**src/design/rgba_oc_pkg.sv**
```systemverilog
`default_nettype none
// ----------------------------------------------------------------------------
// rgba_oc_pkg: shared types and constants for the rgba over compositor
// request and result layouts, the pipeline word and the arithmetic widths
// ----------------------------------------------------------------------------
package rgba_oc_pkg;

	localparam int CH_W   = 8;
	localparam int DEN_W  = 16;
	localparam int NUM_W  = 24;
	localparam int N_CH   = 3;
	localparam int QBIT_PER_STAGE = 2;

	localparam logic [CH_W-1:0] CH_MAX = 8'd255;

	// channel slots in the per-channel arrays
	localparam int CH_RED   = 0;
	localparam int CH_GREEN = 1;
	localparam int CH_BLUE  = 2;

	typedef struct packed {
		logic [CH_W-1:0] fg_red;
		logic [CH_W-1:0] fg_green;
		logic [CH_W-1:0] fg_blue;
		logic [CH_W-1:0] fg_alpha;
		logic [CH_W-1:0] bg_red;
		logic [CH_W-1:0] bg_green;
		logic [CH_W-1:0] bg_blue;
		logic [CH_W-1:0] bg_alpha;
		logic            line_end_in;
		logic            frame_end_in;
	} pix_req_t;

	typedef struct packed {
		logic [CH_W-1:0] out_red;
		logic [CH_W-1:0] out_green;
		logic [CH_W-1:0] out_blue;
		logic [CH_W-1:0] out_alpha;
		logic            line_end_out;
		logic            frame_end_out;
	} pix_res_t;

	// word carried down the divider stages
	typedef struct packed {
		logic                       zero;
		logic [DEN_W-1:0]           den;
		logic [CH_W-1:0]            alpha;
		logic                       line_end;
		logic                       frame_end;
		logic [N_CH-1:0][NUM_W-1:0] rem;
		logic [N_CH-1:0][CH_W-1:0]  quot;
	} pipe_t;

endpackage
`default_nettype wire

```
**src/design/rgba_oc_front.sv**
```systemverilog
`default_nettype none
// ----------------------------------------------------------------------------
// rgba_oc_front: numerator and denominator stages
// two register stages forming the blend numerators, D and the output alpha
// ----------------------------------------------------------------------------
module rgba_oc_front (
	input  wire logic                clk,
	input  wire logic                arst_n,
	input  wire logic                vld,
	input  wire rgba_oc_pkg::pix_req_t req,
	output logic                     vld_out,
	output rgba_oc_pkg::pipe_t       word
);

	logic [rgba_oc_pkg::N_CH-1:0][rgba_oc_pkg::CH_W-1:0] fg_c;
	logic [rgba_oc_pkg::N_CH-1:0][rgba_oc_pkg::CH_W-1:0] bg_c;

	// stage 1 registers
	logic                                                   vld_s1;
	logic [rgba_oc_pkg::N_CH-1:0][rgba_oc_pkg::DEN_W-1:0]   fg_prod_s1;
	logic [rgba_oc_pkg::N_CH-1:0][rgba_oc_pkg::CH_W-1:0]    bg_c_s1;
	logic [rgba_oc_pkg::DEN_W-1:0]                          bg_wt_s1;
	logic [rgba_oc_pkg::CH_W-1:0]                           fg_alpha_s1;
	logic                                                   line_end_s1;
	logic                                                   frame_end_s1;

	// stage 2 registers
	logic                vld_s2;
	rgba_oc_pkg::pipe_t  word_s2;

	rgba_oc_pkg::pipe_t  word_nxt;
	logic [rgba_oc_pkg::DEN_W-1:0] den_nxt;
	logic [rgba_oc_pkg::DEN_W-1:0] alpha_sum;

	always_comb begin
		fg_c[rgba_oc_pkg::CH_RED]   = req.fg_red;
		fg_c[rgba_oc_pkg::CH_GREEN] = req.fg_green;
		fg_c[rgba_oc_pkg::CH_BLUE]  = req.fg_blue;
		bg_c[rgba_oc_pkg::CH_RED]   = req.bg_red;
		bg_c[rgba_oc_pkg::CH_GREEN] = req.bg_green;
		bg_c[rgba_oc_pkg::CH_BLUE]  = req.bg_blue;
	end

	always_ff @(posedge clk or negedge arst_n) begin
		if (!arst_n) begin
			vld_s1 <= 1'b0;
			vld_s2 <= 1'b0;
		end else begin
			vld_s1 <= vld;
			vld_s2 <= vld_s1;
		end
	end

	// stage 1: fg alpha times colour, and the background weight (255-Aa)*Ba
	always_ff @(posedge clk) begin
		for (int c = 0; c < rgba_oc_pkg::N_CH; c++) begin
			fg_prod_s1[c] <= rgba_oc_pkg::DEN_W'(req.fg_alpha) *
				rgba_oc_pkg::DEN_W'(fg_c[c]);
		end
		bg_c_s1      <= bg_c;
		bg_wt_s1     <= rgba_oc_pkg::DEN_W'(rgba_oc_pkg::CH_MAX - req.fg_alpha) *
			rgba_oc_pkg::DEN_W'(req.bg_alpha);
		fg_alpha_s1  <= req.fg_alpha;
		line_end_s1  <= req.line_end_in;
		frame_end_s1 <= req.frame_end_in;
	end

	// stage 2: numerators 255*p + w*Bc, D = 255*Aa + w, alpha = D/255
	always_comb begin
		den_nxt = {fg_alpha_s1, 8'd0} - rgba_oc_pkg::DEN_W'(fg_alpha_s1) + bg_wt_s1;
		// exact divide by 255 for any value up to 65279, which covers every D
		alpha_sum = den_nxt + 16'd1 + {8'd0, den_nxt[15:8]};
		word_nxt.zero      = (den_nxt == '0);
		word_nxt.den       = den_nxt;
		word_nxt.alpha     = alpha_sum[15:8];
		word_nxt.line_end  = line_end_s1;
		word_nxt.frame_end = frame_end_s1;
		for (int c = 0; c < rgba_oc_pkg::N_CH; c++) begin
			word_nxt.rem[c] = {fg_prod_s1[c], 8'd0} -
				rgba_oc_pkg::NUM_W'(fg_prod_s1[c]) +
				rgba_oc_pkg::NUM_W'(bg_wt_s1) * rgba_oc_pkg::NUM_W'(bg_c_s1[c]);
			word_nxt.quot[c] = '0;
		end
	end

	always_ff @(posedge clk) begin
		word_s2 <= word_nxt;
	end

	assign vld_out = vld_s2;
	assign word    = word_s2;

endmodule
`default_nettype wire

```
**src/design/rgba_oc_divider.sv**
```systemverilog
`default_nettype none
// ----------------------------------------------------------------------------
// rgba_oc_divider: pipelined restoring divider for the three colour channels
// four stages, two quotient bits per stage, msb first
// ----------------------------------------------------------------------------
module rgba_oc_divider (
	input  wire logic               clk,
	input  wire logic               arst_n,
	input  wire logic               vld,
	input  wire rgba_oc_pkg::pipe_t word,
	output logic                    vld_out,
	output rgba_oc_pkg::pipe_t      result
);

	logic vld_s3, vld_s4, vld_s5, vld_s6;
	rgba_oc_pkg::pipe_t div_s3, div_s4, div_s5, div_s6;

	// two compare-subtract steps on every channel, quotient bits hi and hi-1
	function automatic rgba_oc_pkg::pipe_t div_step(input rgba_oc_pkg::pipe_t p,
		input int hi);
		rgba_oc_pkg::pipe_t r;
		logic [rgba_oc_pkg::NUM_W-1:0] sh;
		r = p;
		for (int c = 0; c < rgba_oc_pkg::N_CH; c++) begin
			for (int k = 0; k < rgba_oc_pkg::QBIT_PER_STAGE; k++) begin
				sh = rgba_oc_pkg::NUM_W'(p.den) << (hi - k);
				if (r.rem[c] >= sh) begin
					r.rem[c]  = r.rem[c] - sh;
					r.quot[c][hi - k] = 1'b1;
				end
			end
		end
		return r;
	endfunction

	always_ff @(posedge clk or negedge arst_n) begin
		if (!arst_n) begin
			vld_s3 <= 1'b0;
			vld_s4 <= 1'b0;
			vld_s5 <= 1'b0;
			vld_s6 <= 1'b0;
		end else begin
			vld_s3 <= vld;
			vld_s4 <= vld_s3;
			vld_s5 <= vld_s4;
			vld_s6 <= vld_s5;
		end
	end

	always_ff @(posedge clk) begin
		div_s3 <= div_step(word,   7);
		div_s4 <= div_step(div_s3, 5);
		div_s5 <= div_step(div_s4, 3);
		div_s6 <= div_step(div_s5, 1);
	end

	assign vld_out = vld_s6;
	assign result  = div_s6;

endmodule
`default_nettype wire

```
**src/design/rgba_over_composite_top.sv**
```systemverilog
`default_nettype none
// ----------------------------------------------------------------------------
// rgba_over_composite_top: porter-duff a-over-b for straight-alpha rgba8
// foreground over background, one pixel pair per clock, straight-alpha result
// ----------------------------------------------------------------------------
// usage
//  - a request (fg and bg pixel plus line and frame end markers) is taken on
//    the rising edge where start is high and busy is low
//  - busy never rises: the pipeline has no stall, so a request can be
//    issued on every clock, one pixel per cycle sustained
//  - the result appears on res with done high for exactly one cycle,
//    in request order
//  - the pipe is two product stages and a four-stage restoring
//    divider retiring two quotient bits per stage on each channel
//  - the receiver cannot hold results off; it must take each one as it comes
//  - reset clears the valid bits only, so nothing is emitted after reset
//    until a new request is taken; payload registers are left as they are
//  - both alphas zero gives an all-zero pixel, markers still copied through
//  - line and frame end markers ride along untouched
// ----------------------------------------------------------------------------
module rgba_over_composite_top (
	input  wire logic                  clk,
	input  wire logic                  arst_n,
	input  wire logic                  start,
	output logic                       busy,
	input  wire rgba_oc_pkg::pix_req_t req,
	output logic                       done,
	output rgba_oc_pkg::pix_res_t      res
);

	logic               front_vld;
	rgba_oc_pkg::pipe_t front_word;
	logic               div_vld;
	rgba_oc_pkg::pipe_t div_word;
	logic               take;

	// no back-pressure anywhere in the pipe
	assign busy = 1'b0;
	assign take = start & ~busy;

	// numerators, D and output alpha
	rgba_oc_front u_front (
		.clk     (clk),
		.arst_n  (arst_n),
		.vld     (take),
		.req     (req),
		.vld_out (front_vld),
		.word    (front_word)
	);

	// per-channel quotients
	rgba_oc_divider u_div (
		.clk     (clk),
		.arst_n  (arst_n),
		.vld     (front_vld),
		.word    (front_word),
		.vld_out (div_vld),
		.result  (div_word)
	);

	// D of zero would give all-ones quotients, force the fully clear pixel
	always_comb begin
		if (div_word.zero) begin
			res.out_red   = '0;
			res.out_green = '0;
			res.out_blue  = '0;
			res.out_alpha = '0;
		end else begin
			res.out_red   = div_word.quot[rgba_oc_pkg::CH_RED];
			res.out_green = div_word.quot[rgba_oc_pkg::CH_GREEN];
			res.out_blue  = div_word.quot[rgba_oc_pkg::CH_BLUE];
			res.out_alpha = div_word.alpha;
		end
		res.line_end_out  = div_word.line_end;
		res.frame_end_out = div_word.frame_end;
	end

	assign done = div_vld;

endmodule
`default_nettype wire

```
**config.mk**
```make
export PLATFORM = sky130hd
export DESIGN_NAME = rgba_over_composite_top
export DESIGN_NICKNAME = d
export VERILOG_FILES = /design/src/design/rgba_oc_pkg.sv /design/src/design/rgba_oc_front.sv /design/src/design/rgba_oc_divider.sv /design/src/design/rgba_over_composite_top.sv
export SDC_FILE = /design/constraint.sdc
export NUM_CORES = 2
export LEC_CHECK = 0
export ABC_AREA = 1
export BUFFER_PORTS_ARGS = -buffer_cell sky130_fd_sc_hd__buf_2
export CAP_MARGIN = 5
export CORE_MARGIN = 2
export CORE_UTILIZATION = 42
export DETAILED_ROUTE_END_ITERATION = 8
export SYNTH_ARGS = -nofsm -noshare
export SYNTH_HDL_FRONTEND = slang
export SYNTH_SLANG_ARGS = --single-unit
```
**constraint.sdc**
```tcl
create_clock -name clk -period 4.9 [get_ports clk]
set_input_delay 0.49 -clock clk [delete_from_list [all_inputs] [get_ports clk]]
set_output_delay 0.49 -clock clk [all_outputs]
set_load 0.01 [all_outputs]
```
==> impl_metrics.csv <==
group,metric,value,unit
status,status,"finished, final reports clean",
cells_and_area,multi_input_area,44900,um2
cells_and_area,regArea,11500,um2
global_route,grt_antenna_before_repair,9,
sta,maxSlewHeadroom,0.362,
synth,syn_inst,9051,
setup_path,r2r-start,"u_front.bg_wt_s1[9]",
global_route,grt_pass1_wl,300000,um
setup_path,worst_ep_required_time,5.50,ns
setup_path,worstRegToRegCells,20,
drt,first_iter_violations,3597,
clock_network,htreeDepth,3,
floorplan,die_h,393,um
drt,finalWirelength,196000,um
cells_and_area,layout.cells.non_filler,11500,
clock_network,clkTransAtPathRegs,0.06,ns
global_route,globalRouteOverflowTotal,0,
placed_design,numPortBuffers,103,
setup_path,crit_arrival,5.49,ns
global_route,grt_util_all_layers,0.247,
synth,yosysTopAreaCellShare,0.178,
setup_path,cp.depth,20,
sta,skew,0.0190,ns
setup_path,critPathMostFrequentCell,"fa_1",
clock_network,cts_tree,"done",
floorplan,start_util,0.423,
setup_path,crit_slowest_cell,"fa_1",
placed_design,place_ws,-0.184,ns
clock_network,clk_latency,0.68,ns
sta,rsz0062_at_grt,"yes",
drt,drcViolationCount,0,
clock_network,cts_inserted_buffers,72,
setup_path,ff2ff_setup_slack,0.01,ns
sta,finalMaxSlewViolations,0,
global_route,grt_pass1_vias,55800,
placed_design,hpwl,160000,um
floorplan,io-pin-count,105,
setup_path,cp-end-kind,"flip-flop",
synth,syn_area_per_cell,7.01,um2
cells_and_area,n_fill_cell,15200,
sta,hold_viol,0,
synth,synth-seq-cells,571,
sta,setup_viol,0,
synth,synth_nets,10400,
floorplan,die_w,393,um
synth,netlist_area,63400,um2
cells_and_area,syn2layout_area_growth,14.5,%
sta,tightest_slew,0.956,ns
sta,tns,0,ns
min_path,whs_endpoint,"u_front.fg_prod_s1[0]",
synth,synthArstFlopShare,0.0105,
clock_network,ctsLongestPathBuffers,3,
cells_and_area,layout-drive-gt1-share,0.0930,
drt,post_drt_via_cell_ratio,4.99,
setup_path,critPathLaunchType,"flip-flop",
setup_path,setup.worst_path.class,"reg2reg",
global_route,grt_max_degree,33,
synth,yosys_warnings,0,
floorplan,row_count,142,
sta,fin_crit,4.89,ns
synth,synth_enable_flop_cells,0,
min_path,min_from,"req[58]",
placed_design,dpl.cell_count,11300,
sta,finalCritPeriodShare,0.997,
synth,yosysTopAreaCell,"dfxtp_1",
min_path,hold_class,"in2reg",
setup_path,max_stage_delay,0.53,ns
drt,drtAntennaViolNets,0,
job,maxCapViolations,0,
placed_design,place_congestion,0.977,
drt,wl_per_cell,17.0,um
synth,yosysSeqAreaShare,0.181,
floorplan,coreArea,150000,um2
synth,synthFlopType,"dfxtp_1",
sta,fin_ws,0.0148,ns
setup_path,crit_path_cell_trace,"buf_4 > buf_6 > nand2_1 > inv_1 > fa_1 > fa_1 > fa_1 > fa_1 > inv_1 > fa_1 > inv_1 > ha_4 > buf_4 > nand4_1 > nor3_2 > nand4_1 > nand3_1 > nand3_1 > nand2_1 > xor2_1",
floorplan,die_area,154000,um2
clock_network,clock-sinks,571,
setup_path,worst-path-max-fanout,5,
setup_path,cp_top_family,"adder cells",
drt,dr.pass1.iters,6,
setup_path,path_buf_inv,6,
min_path,hold_depth,3,
sta,fmax,205,MHz
setup_path,r2r_end,"u_front.word[71]",
synth,yosysUniqueCellTypes,60,
clock_network,cts-root-buf,"clkbuf_16",
cells_and_area,fin_nets,10700,
cells_and_area,utilization,0.484,
drt,vias,57300,
synth,netlist_top_cells_area,"dfxtp_1, fa_1, nand2_1",
kinds of logic (layout without fill, tap and decap cells):
| family | Yosys count | after routing | share of synthesized area |
|---|---|---|---|
| simple gates | 3835 | 3835 | 0.251 |
| buf+inv | 1983 | 2397 | 0.121 |
| fa+ha+maj | 1240 | 1240 | 0.304 |
| compound gates | 1012 | 1012 | 0.0864 |
| flops | 571 | 571 | 0.181 |
| xor+xnor | 408 | 408 | 0.0563 |
| other cells | 1 | 5 | 0.0000591 |
| mux | 1 | 1 | 0.000178 |
Yosys cell counts (all sizes together) (8+ instances only):
cell and count:
nand2 2579, inv 1766, ha 735, nor2 596, dfxtp 565, a21oi 527, fa 505, nand3 399
o21ai 348, xor2 245, xnor2 163, clkbuf 146, nand4 140, buf 70, nor3 64, o21bai 30
a21o 28, a31oi 19, or2 18, nor4 16, a21boi 13, nand3b 12, o21a 10, o221ai 9
o211ai 8
worst min-delay path, stage by stage:
cell	delay [ns]
buf_2	0.16
nand2_1	0.07
inv_1	0.05
worst max-delay path by stage:
stage,from,to,slack (ns)
2_1_floorplan,u_front.bg_wt_s1[9],u_front.word[68],-0.01
3_3_place_gp,u_front.bg_c_s1[13],u_front.word[68],-0.05
3_5_place_dp,u_front.bg_c_s1[13],u_front.word[68],-0.18
4_1_cts,u_front.bg_wt_s1[10],u_front.word[68],-0.006
5_1_grt,u_front.bg_wt_s1[9],u_front.word[71],-0.18
6_report,u_front.bg_wt_s1[9],u_front.word[71],0.01
area by class of cell:
type | count | area share
antenna | 4 | 0.000138
clock buffer | 90 | 0.0271
clock inverter | 42 | 0.00751
inverter | 1767 | 0.0918
multi-input combinational | 6497 | 0.618
sequential | 571 | 0.159
tap | 2016 | 0.0347
timing repair buffer | 497 | 0.0612
timing repair inverter | 1 | 0.0000689
flip-flops by register name, summed over array words and instances, names as in the netlist:
signal and flops:
u_div.div_s5 117, u_div.div_s4 111, u_div.div_s3 105, u_front.word 99
u_front.fg_prod_s1 48, u_div.result 35, u_front.bg_c_s1 24, u_front.bg_wt_s1 16
u_front.fg_alpha_s1 8, u_div.vld_out 1, u_div.vld_s3 1, u_div.vld_s4 1
u_div.vld_s5 1, u_front.frame_end_s1 1, u_front.line_end_s1 1, u_front.vld_out 1
u_front.vld_s1 1
repair_timing:
item                                    4_1_cts  5_1_grt
endpoints found under the setup margin       10      161
gates cloned                                  1       16
endpoints found under the hold margin        33        0
pin swaps                                     0       61
resized for setup                            14      203
setup buffers                                 0       36
hold buffers                                 28        0
through the flow:
stage / hold WS (ns) / instance area, um2
final: 0.145 / 72600
after global placement: 0.310 / 68300
after floorplan: 0.194 / 63400
after detailed placement: 0.312 / 68300
after CTS: 0.102 / 71100
after global routing: 0.149 / 72600
per-layer routing:
| layer | share of wire | track usage | vias up |
|---|---|---|---|
| li1 | - | - | 28800 |
| met1 | 0.43 | 0.310 | 26500 |
| met2 | 0.47 | 0.426 | 1529 |
| met3 | 0.048 | 0.0301 | 438 |
| met4 | 0.055 | 0.106 | 10 |
| met5 | 0.00033 | 0 | - |
cell usage in the layout (no fill, tap or decap), types with 19 or more instances in the layout:
cell	n
a21o_1	28
a21oi_1	492
a21oi_2	34
a31oi_1	19
buf_12	48
buf_2	103
buf_4	294
clkbuf_16	87
dfxtp_1	536
dlygate4sd3_1	28
fa_1	496
ha_1	706
ha_4	26
inv_1	1727
inv_2	28
nand2_1	2516
nand2_2	48
nand3_1	387
nand4_1	136
nor2_1	570
nor3_1	58
o21ai_0	296
o21ai_1	44
o21bai_1	30
xnor2_1	163
xor2_1	244
Power is not shown: default switching activity piles up to over one toggle a cycle in this logic, so the estimate is an artifact.
